## config.mk

```make
export PLATFORM = sky130hd
export DESIGN_NAME = audio_upsampler_lowpass
export DESIGN_NICKNAME = d
export VERILOG_FILES = /design/src/hdl/aul_pkg.sv /design/src/hdl/audio_upsampler_lowpass.sv
export SDC_FILE = /design/constraint.sdc
export NUM_CORES = 1
export LEC_CHECK = 0
export BUFFER_PORTS_ARGS = -buffer_cell sky130_fd_sc_hd__buf_2
export CAP_MARGIN = 10
export CELL_PAD_IN_SITES_DETAIL_PLACEMENT = 0
export CELL_PAD_IN_SITES_GLOBAL_PLACEMENT = 1
export CORE_ASPECT_RATIO = 0.8
export CORE_MARGIN = 2
export CORE_UTILIZATION = 30
export CTS_CLUSTER_SIZE = 30
export DETAILED_ROUTE_END_ITERATION = 10
export PLACE_DENSITY = 0.54
export REMOVE_ABC_BUFFERS = 1
export SYNTH_ARGS = -nofsm -noshare
export SYNTH_HDL_FRONTEND = slang
export SYNTH_SLANG_ARGS = --single-unit
```

## constraint.sdc

```tcl
create_clock -name clk -period 7.75 [get_ports clk]
set_clock_uncertainty 0.1 [all_clocks]
set_input_delay 0.775 -clock clk [delete_from_list [all_inputs] [get_ports clk]]
set_output_delay 0.775 -clock clk [all_outputs]
set_load 0.02 [all_outputs]
```

## src/hdl/aul_pkg.sv

```systemverilog
// Shared widths, reset values and register indexes of the audio upsampler.
package aul_pkg;

  localparam int BYTE_W         = 8;
  localparam int PCM_W          = 16;
  localparam int RATIO_W        = 12;
  localparam int LEN_W          = 20;
  localparam int ALPHA_W        = 16;
  localparam int CFG_IDX_W      = 2;
  localparam int CFG_DATA_W     = 20;
  localparam int ACC_W          = 32;
  localparam int SRC_W          = 24;
  localparam int FRAC_W         = 8;
  localparam int COUNT_BITS_DEF = 20;
  localparam int MAX_RUN        = 16;
  localparam int RUN_W          = 5;
  localparam int DIGIT_W        = 4;
  localparam int DIGITS         = ALPHA_W / DIGIT_W;
  localparam int DIGIT_CNT_W    = 2;

  localparam logic [RATIO_W-1:0] RATIO_RST = 12'd57;
  localparam logic [RATIO_W-1:0] RATIO_MIN = 12'd16;
  localparam logic [LEN_W-1:0]   LEN_RST   = 20'd1;
  localparam logic [ALPHA_W-1:0] ALPHA_RST = 16'd26870;

  typedef enum logic [CFG_IDX_W-1:0] {
    REG_STEP_RATIO    = 2'd0,
    REG_OUTPUT_LENGTH = 2'd1,
    REG_FILTER_ALPHA  = 2'd2
  } cfg_reg_t;

endpackage

```

## src/hdl/audio_upsampler_lowpass.sv

```systemverilog
// Audio upsampler: nearest-neighbor resampling with a one-pole low-pass filter.
//
//   channel  | handshake          | payload
//   ---------+--------------------+-------------------------------------------
//   in       | in_valid/in_ready  | in_source_byte
//   out      | out_valid/out_ready| out_pcm_sample, out_last_of_run, out_sound_done
//   cfg      | cfg_valid/cfg_ready| cfg_index, cfg_data
//
// One byte at a time: a byte passes the idle and check states, and each output sample
// the multiply, update and emit states. The filter multiply runs radix-16
// serial through alpha, one digit per multiply step, then one update and one emit step.
// Reset (synchronous, rst_n low) returns registers to their defaults, counters to zero.
// An output waiting in the output register stalls only the emit step.
// cfg_ready is always high.
module audio_upsampler_lowpass #(
  parameter int COUNT_BITS = aul_pkg::COUNT_BITS_DEF
) (
  input  logic                             clk,
  input  logic                             rst_n,
  input  logic                             in_valid,
  output logic                             in_ready,
  input  logic [aul_pkg::BYTE_W-1:0]       in_source_byte,
  output logic                             out_valid,
  input  logic                             out_ready,
  output logic signed [aul_pkg::PCM_W-1:0] out_pcm_sample,
  output logic                             out_last_of_run,
  output logic                             out_sound_done,
  input  logic                             cfg_valid,
  output logic                             cfg_ready,
  input  logic [aul_pkg::CFG_IDX_W-1:0]    cfg_index,
  input  logic [aul_pkg::CFG_DATA_W-1:0]   cfg_data
);
  import aul_pkg::*;

  localparam int WIDE_W = ((COUNT_BITS > LEN_W) ? COUNT_BITS : LEN_W) + 1;
  localparam logic [WIDE_W-1:0] CMASK = (WIDE_W'(1) << COUNT_BITS) - WIDE_W'(1);
  localparam int D_W    = PCM_W + 1;
  localparam int PH_W   = D_W + 1;
  localparam int T_W    = D_W + DIGIT_W + 1;
  localparam int HIGH_W = PH_W + 1;

  typedef enum logic [2:0] {
    ST_IDLE,
    ST_CHECK,
    ST_MUL,
    ST_UPD,
    ST_EMIT
  } state_t;

  state_t                    state_r, state_nxt;
  logic [RATIO_W-1:0]        ratio_r, ratio_nxt;
  logic [LEN_W-1:0]          len_r, len_nxt;
  logic [ALPHA_W-1:0]        alpha_r, alpha_nxt;
  logic [COUNT_BITS-1:0]     count_r, count_nxt;
  logic [ACC_W-1:0]          acc_r, acc_nxt;
  logic [SRC_W-1:0]          src_r, src_nxt;
  logic signed [PCM_W-1:0]   prev_r, prev_nxt;
  logic [BYTE_W-1:0]         byte_r, byte_nxt;
  logic [RUN_W-1:0]          run_r, run_nxt;
  logic                      first_r, first_nxt;
  logic [ALPHA_W-1:0]        alpha_sr_r, alpha_sr_nxt;
  logic signed [D_W-1:0]     d_r, d_nxt;
  logic [DIGIT_CNT_W-1:0]    digit_cnt_r, digit_cnt_nxt;
  logic signed [PH_W-1:0]    p_hi_r, p_hi_nxt;
  logic [ALPHA_W-1:0]        low_r, low_nxt;
  logic signed [PCM_W-1:0]   y_r, y_nxt;
  logic                      done_r, done_nxt;
  logic                      out_valid_r, out_valid_nxt;
  logic signed [PCM_W-1:0]   out_pcm_r, out_pcm_nxt;
  logic                      out_last_r, out_last_nxt;
  logic                      out_done_r, out_done_nxt;

  logic signed [PCM_W-1:0]   x;
  logic signed [D_W-1:0]     d_new;
  logic [RATIO_W-1:0]        ratio_eff;
  logic [WIDE_W-1:0]         count_w, len_w, limit_w;
  logic                      go;
  logic signed [T_W-1:0]     t_sum;
  logic signed [HIGH_W-1:0]  high, y_fl;
  logic signed [PCM_W-1:0]   y_sel;

  assign x         = {~byte_r[BYTE_W-1], byte_r[BYTE_W-2:0], byte_r};
  assign d_new     = D_W'(x) - D_W'(prev_r);
  assign ratio_eff = (ratio_r < RATIO_MIN) ? RATIO_MIN : ratio_r;
  assign count_w   = WIDE_W'(count_r);
  assign len_w     = WIDE_W'(len_r);
  assign limit_w   = (len_w > CMASK) ? CMASK : len_w;
  assign go        = (run_r != RUN_W'(MAX_RUN)) && (count_w < limit_w) &&
                     (acc_r[ACC_W-1:FRAC_W] == src_r);

  assign t_sum = T_W'(p_hi_r) + T_W'(d_r) * T_W'($signed({1'b0, alpha_sr_r[DIGIT_W-1:0]}));
  assign high  = HIGH_W'(prev_r) + HIGH_W'(p_hi_r);
  assign y_fl  = (high[HIGH_W-1] && (low_r != '0)) ? high + HIGH_W'(1) : high;
  assign y_sel = first_r ? x : y_fl[PCM_W-1:0];

  assign in_ready        = (state_r == ST_IDLE);
  assign cfg_ready       = 1'b1;
  assign out_valid       = out_valid_r;
  assign out_pcm_sample  = out_pcm_r;
  assign out_last_of_run = out_last_r;
  assign out_sound_done  = out_done_r;

  always_comb begin
    state_nxt     = state_r;
    ratio_nxt     = ratio_r;
    len_nxt       = len_r;
    alpha_nxt     = alpha_r;
    count_nxt     = count_r;
    acc_nxt       = acc_r;
    src_nxt       = src_r;
    prev_nxt      = prev_r;
    byte_nxt      = byte_r;
    run_nxt       = run_r;
    first_nxt     = first_r;
    alpha_sr_nxt  = alpha_sr_r;
    d_nxt         = d_r;
    digit_cnt_nxt = digit_cnt_r;
    p_hi_nxt      = p_hi_r;
    low_nxt       = low_r;
    y_nxt         = y_r;
    done_nxt      = done_r;
    out_valid_nxt = out_valid_r;
    out_pcm_nxt   = out_pcm_r;
    out_last_nxt  = out_last_r;
    out_done_nxt  = out_done_r;

    if (cfg_valid) begin
      case (cfg_reg_t'(cfg_index))
        REG_STEP_RATIO:    ratio_nxt = cfg_data[RATIO_W-1:0];
        REG_OUTPUT_LENGTH: len_nxt   = cfg_data[LEN_W-1:0];
        REG_FILTER_ALPHA:  alpha_nxt = cfg_data[ALPHA_W-1:0];
        default: ;
      endcase
    end

    if (out_valid_r && out_ready) begin
      out_valid_nxt = 1'b0;
    end

    case (state_r)
      ST_IDLE: begin
        if (in_valid) begin
          byte_nxt  = in_source_byte;
          run_nxt   = '0;
          state_nxt = ST_CHECK;
        end
      end
      ST_CHECK: begin
        if (go) begin
          alpha_sr_nxt  = alpha_r;
          d_nxt         = d_new;
          p_hi_nxt      = '0;
          digit_cnt_nxt = '0;
          first_nxt     = (count_r == '0);
          state_nxt     = ST_MUL;
        end else begin
          src_nxt   = src_r + SRC_W'(1);
          state_nxt = ST_IDLE;
        end
      end
      ST_MUL: begin
        p_hi_nxt      = t_sum[T_W-1:DIGIT_W];
        low_nxt       = {t_sum[DIGIT_W-1:0], low_r[ALPHA_W-1:DIGIT_W]};
        alpha_sr_nxt  = alpha_sr_r >> DIGIT_W;
        digit_cnt_nxt = digit_cnt_r + DIGIT_CNT_W'(1);
        if (digit_cnt_r == DIGIT_CNT_W'(DIGITS - 1)) begin
          state_nxt = ST_UPD;
        end
      end
      ST_UPD: begin
        y_nxt     = y_sel;
        prev_nxt  = y_sel;
        done_nxt  = ((count_w + WIDE_W'(1)) == limit_w);
        acc_nxt   = acc_r + ACC_W'(ratio_eff);
        count_nxt = count_r + COUNT_BITS'(1);
        run_nxt   = run_r + RUN_W'(1);
        state_nxt = ST_EMIT;
      end
      ST_EMIT: begin
        if (!out_valid_r || out_ready) begin
          out_valid_nxt = 1'b1;
          out_pcm_nxt   = y_r;
          out_last_nxt  = !go;
          out_done_nxt  = done_r;
          if (go) begin
            alpha_sr_nxt  = alpha_r;
            d_nxt         = d_new;
            p_hi_nxt      = '0;
            digit_cnt_nxt = '0;
            first_nxt     = (count_r == '0);
            state_nxt     = ST_MUL;
          end else begin
            src_nxt   = src_r + SRC_W'(1);
            state_nxt = ST_IDLE;
          end
        end
      end
      default: state_nxt = ST_IDLE;
    endcase
  end

  always_ff @(posedge clk) begin
    if (!rst_n) begin
      state_r     <= ST_IDLE;
      ratio_r     <= RATIO_RST;
      len_r       <= LEN_RST;
      alpha_r     <= ALPHA_RST;
      count_r     <= '0;
      acc_r       <= '0;
      src_r       <= '0;
      prev_r      <= '0;
      run_r       <= '0;
      first_r     <= 1'b0;
      digit_cnt_r <= '0;
      out_valid_r <= 1'b0;
    end else begin
      state_r     <= state_nxt;
      ratio_r     <= ratio_nxt;
      len_r       <= len_nxt;
      alpha_r     <= alpha_nxt;
      count_r     <= count_nxt;
      acc_r       <= acc_nxt;
      src_r       <= src_nxt;
      prev_r      <= prev_nxt;
      run_r       <= run_nxt;
      first_r     <= first_nxt;
      digit_cnt_r <= digit_cnt_nxt;
      out_valid_r <= out_valid_nxt;
    end
    byte_r     <= byte_nxt;
    alpha_sr_r <= alpha_sr_nxt;
    d_r        <= d_nxt;
    p_hi_r     <= p_hi_nxt;
    low_r      <= low_nxt;
    y_r        <= y_nxt;
    done_r     <= done_nxt;
    out_pcm_r  <= out_pcm_nxt;
    out_last_r <= out_last_nxt;
    out_done_r <= out_done_nxt;
  end

endmodule

```

* After elaboration in Yosys (flattened, before gate mapping)
Cells that the tools add are included.
** Cells by class
- Add/sub/neg operators :: 10
- Multipliers :: 1
- Order comparisons :: 3
- Equal/unequal tests :: 13
- Multiplexer cells :: 32
- Bitwise gates (word level) :: 1
- Reductions and logical operators :: 23
** Operators by type and width (count)
- $mux 16 :: 4
- $pmux 18 s3 :: 1
- $mux 24 :: 2
- $pmux 16 s3 :: 1
- $pmux 24 s2 :: 1
- $mux 18 :: 2
- $mux 17 :: 2
- $pmux 17 s2 :: 1
- $add 32x12->32 :: 1
- $add 24x1->24 const B :: 1
- $eq 24x24->1 :: 1
- $add 18x22->22 :: 1
- $mul 17x5->22 :: 1
- $add 20x1->21 const B :: 1
- $eq 21x20->1 :: 1
- $add 20x1->20 const B :: 1
- $gt 20x20->1 const B :: 1
- $logic_not 20->1 :: 1
- $lt 20x20->1 :: 1
- $mux 20 :: 1
- $add 16x18->19 :: 1
- $sub 16x16->17 :: 1
- $add 16x2->16 const B :: 1
- $reduce_and 2->1 :: 8
- 29 further kinds :: 46
** Word-level totals
- Bits in registers :: 262
- Output and inout port bits :: 21
- Logic and storage cells :: 105

* Longest topological paths before layout
- Word-level depth :: 8
- Depth in mapped cells :: 16
- Mapped depth without buffers :: 15

* Worst setup path before layout
Ideal clock, no wire load.
- Kind :: reg2reg
- From :: register alpha_sr_r[0]
- To :: register p_hi_r[17], data pin
- Library setup time :: 0.269 ns
- Arrival :: 3.889 ns
- Required time :: 7.381 ns
- Path slack :: 3.492 ns
- Stages on the path, launching flop included :: 17
- Path buffers :: 1
- Period minus slack after synthesis :: 4.258 ns
- Path through :: edfxtp_1 clkbuf_1 and2_1 fa_1 inv_1 fa_1 fa_1 inv_1 ha_1 o21ai_0 o21bai_1 a31oi_1 o211ai_1 nand3_1 a31oi_1 o41ai_1 mux2i_1
** Between the ends
- Cells in the longest elaborated chain, start to end :: 3
** RTL lines
- from (decl) :: RTL line audio_upsampler_lowpass.sv:61 : logic [ALPHA_W-1:0] alpha_sr_r, alpha_sr_nxt;
- from (signal assigned) :: RTL line audio_upsampler_lowpass.sv:231 : alpha_sr_r <= alpha_sr_nxt;
- $mul 17x5->22 :: RTL line audio_upsampler_lowpass.sv:91 : assign t_sum = T_W'(p_hi_r) + T_W'(d_r) * T_W'($signed({1'b0, alpha_sr_r[DIGIT_W-1:0]}));
- $add 18x22->22 :: RTL line audio_upsampler_lowpass.sv:91
- $pmux 18 s3 :: RTL line audio_upsampler_lowpass.sv:140 : case (state_r)
- to (signal assigned) :: RTL line audio_upsampler_lowpass.sv:233 : p_hi_r <= p_hi_nxt;
- to (decl) :: RTL line audio_upsampler_lowpass.sv:64 : logic signed [PH_W-1:0] p_hi_r, p_hi_nxt;
No other way between the ends.
A chain may end at the register's enable or synchronous reset.

* Final worst setup path
- From :: register alpha_sr_r[1]
- To :: register p_hi_r[17], data pin
The elaborated chain is that of the path after synthesis.

==> flow_metrics.py <==
metrics = {
    "cts": {
        "cts_tree": "built",
        "clock_latency_ps": 580,
        "h-tree-depth": 1,
        "path_clk_slew_ps": 60,
        "cts-root-buf": "clkbuf_16",
        "clock_path_buffers": 3,
        "clkSinkCount": 262,
        "cts_resized": 0,
        "post_cts_buffers": 0,
        "holdBufCountCts": 0,
        "cts_made_buffers": 31,
    },
    "yosys": {
        "syn_area_per_cell_um2": 9.12,
        "yosysSeqAreaShare": 0.372,
        "synth_top_area_frac": 0.194,
        "synthAdderAreaFrac": 0.150,
        "synth_area_um2": 17000,
        "yosysWarnings": 0,
        "synth_top_family_by_area": "simple AND/OR/NAND/NOR gates",
        "synth-xor-area-share": 0.0673,
        "async_reset_ff_frac": 0,
        "synth-simple-area-share": 0.204,
        "netlist_top_cells_area": "edfxtp_1 (19%), dfxtp_1 (18%), ha_1 (8.5%)",
        "synth_compound_area_frac": 0.137,
        "yosysTopAreaCell": "edfxtp_1",
        "synth_common_cells": "nand2_1 (231), dfxtp_1 (152), inv_1 (151)",
        "syn_inst": 1869,
        "synth.distinct_cells": 86,
        "ys_seq_elements": 262,
        "synth_edf_count": 110,
        "synthMuxAreaShare": 0.0137,
        "post-synth-top-count-cell": "nand2_1",
        "synth_flop_cell": "dfxtp_1",
    },
    "timing": {
        "hold_ws_ps": 272,
        "max_freq_ghz": 0.212,
        "maxSlewViolCount": 0,
        "maxSlewHeadroom": 0.273,
        "tightestPinTransition_ps": 1080,
        "finalCritPeriodShare": 0.609,
        "rsz0062_at_grt": "no",
        "tns_ps": 0,
        "hold_viol": 0,
        "setup_viol": 0,
        "setup_ws_ps": 3030,
        "min_period_ps": 4720,
    },
    "floorplan": {
        "die-area_um2": 58700,
        "rows": 78,
        "coreArea_um2": 56400,
        "initial_core_util": 0.302,
        "io_pins": 56,
        "die_w_um": 270,
        "die_h_um": 217,
    },
    "grt": {
        "antenna_found_initial": 1,
        "grt_pass1_wl_um": 75500,
        "gr-total-overflow": 0,
        "grt_pass1_vias": 12700,
        "groute.usage.overall": 0.163,
        "grt_max_degree": 58,
    },
    "pwr": {
        "power_density_nw_per_um2": 259,
        "power.leakage_uw": 0.00741,
        "vdd_drop_max_mv": 0.156,
    },
    "routing": {
        "dr.pass1.iters": 5,
        "drc": 0,
        "ant_nets": 0,
        "avgViaCountPerCell": 4.92,
        "routed_wl_um": 47700,
        "avgRoutedWirePerCell_um": 17.9,
        "drt-initial-drc-count": 805,
        "vias": 13100,
    },
    "final_layout": {
        "diodes": 0,
        "fillers": 5887,
        "layout.nets": 2088,
        "area_growth_pct": 12.2,
        "drive_gt1_frac": 0.0876,
    },
    "setup_path": {
        "worstRegToRegCells": 15,
        "rr_endpoint": "p_hi_r[17]",
        "worstPathMaxFanout": 17,
        "crit_start": "alpha_sr_r[1]",
        "r2r_start": "alpha_sr_r[1]",
        "worstSetupPathType": "register to register",
        "startpoint_type": "register",
        "required_ps": 7950,
        "crit_arrival_ps": 4920,
        "endpoint_kind": "register",
        "regToRegSetupSlack_ps": 3030,
    },
    "place": {
        "numPortBuffers": 54,
        "place_ws_ps": 3080,
        "dpl.hpwl_um": 35800,
        "gp_congestion": 0.804,
    },
    "worst_hold_path": {
        "hold_class": "input pin to register",
        "hold_depth": 1,
        "min_to": "byte_r[0]",
        "min-delay-start": "in_source_byte[0]",
    },
    "status": {
        "status": "complete, no violations",
    },
    "job": {
        "cap_violations": 0,
    },
}
==> layer usage <==
metal / track usage / part of all wire
met1: 0.269 / 0.57
met3: 0.0201 / 0.040
met4: 0.0287 / 0.016
met2: 0.222 / 0.38
met5: 0 / 0
==> sequential cells by signal, indices dropped and copies added, names as in the netlist, 12 cells and up <==
name / cells
acc_r: 32
src_r: 24
count_r: 20
len_r: 20
p_hi_r: 18
d_r: 17
alpha_r: 16
alpha_sr_r: 16
low_r: 16
out_pcm_sample: 16
prev_r: 16
y_r: 16
ratio_r: 12
==> worst max path at each step <==
stage / endpoint / slack, ps
after global routing: p_hi_r[17] / 2660
after floorplan: p_hi_r[17] / 3530
after CTS: p_hi_r[17] / 3050
after detailed placement: p_hi_r[17] / 3080
after global placement: p_hi_r[17] / 3080
final: p_hi_r[17] / 3030
==> where the power goes <==
| group | switching, µW | leakage (µW) | internal, µW |
|---|---|---|---|
| sequential | 88.5 | 0.00224 | 1540 |
| combinational | 982 | 0.00461 | 688 |
| clock | 623 | 0.000560 | 1030 |
| total | 1690 | 0.00741 | 3260 |
==> area by class of cell <==
cell class	instances	area, µm²	share of cell area
clock buffers	33	783	0.0410
clock inverters	24	365	0.0191
inverters	153	576	0.0301
multi-input cells	1371	9750	0.510
flip-flops and latches	262	6350	0.332
well taps	760	951	0.0497
repair buffers	63	345	0.0181
==> worst max-delay path, cell delays in order (launching register included) <==
cell	delay, ps
edfxtp_1	590
and2_1	250
fa_1	510
inv_1	50
fa_1	490
fa_1	560
inv_1	50
ha_1	230
a211oi_1	310
o21bai_1	150
a31oi_1	300
o211ai_1	180
nand3_1	100
a31oi_1	130
o41ai_1	340
mux2i_1	130
==> cells by family after synthesis <==
kind of cell	Yosys count
simple gates	687
flops	262
fa+ha+maj	171
other cells	1
mux	23
xor+xnor	131
buf+inv	236
compound gates	358
==> cell usage in the layout (no fill, tap or decap), types with 14 or more instances in the layout <==
cell       count
xnor2_1       73
inv_1        150
o21ai_0       59
or3_1         20
nand3_1       71
nor3_1        29
ha_1         116
or4_1         18
edfxtp_1     110
and2_1        74
fa_1          55
o21a_1        18
mux2i_1       21
o31ai_1       22
nand2_1      231
nand4_1       23
buf_2         54
nor4_1        25
xor2_1        58
nor2_1       105
dfxtp_1      152
nand2b_1      22
clkbuf_16     31
a31oi_1       14
a21oi_1      128
==> stage by stage <==
stage | instance area (µm²) | cells | power [µW] | util
3_3_place_gp | 18000 | 2608 | 3320 | 0.318
3_5_place_dp | 18000 | 2608 | 3300 | 0.318
5_1_grt | 19100 | 2666 | 5300 | 0.339
6_report | 19100 | 2666 | 4950 | 0.339
4_1_cts | 19100 | 2665 | 5000 | 0.339
2_1_floorplan | 16700 | 1786 | 2850 | -
Power figures use the tool's default switching activity.
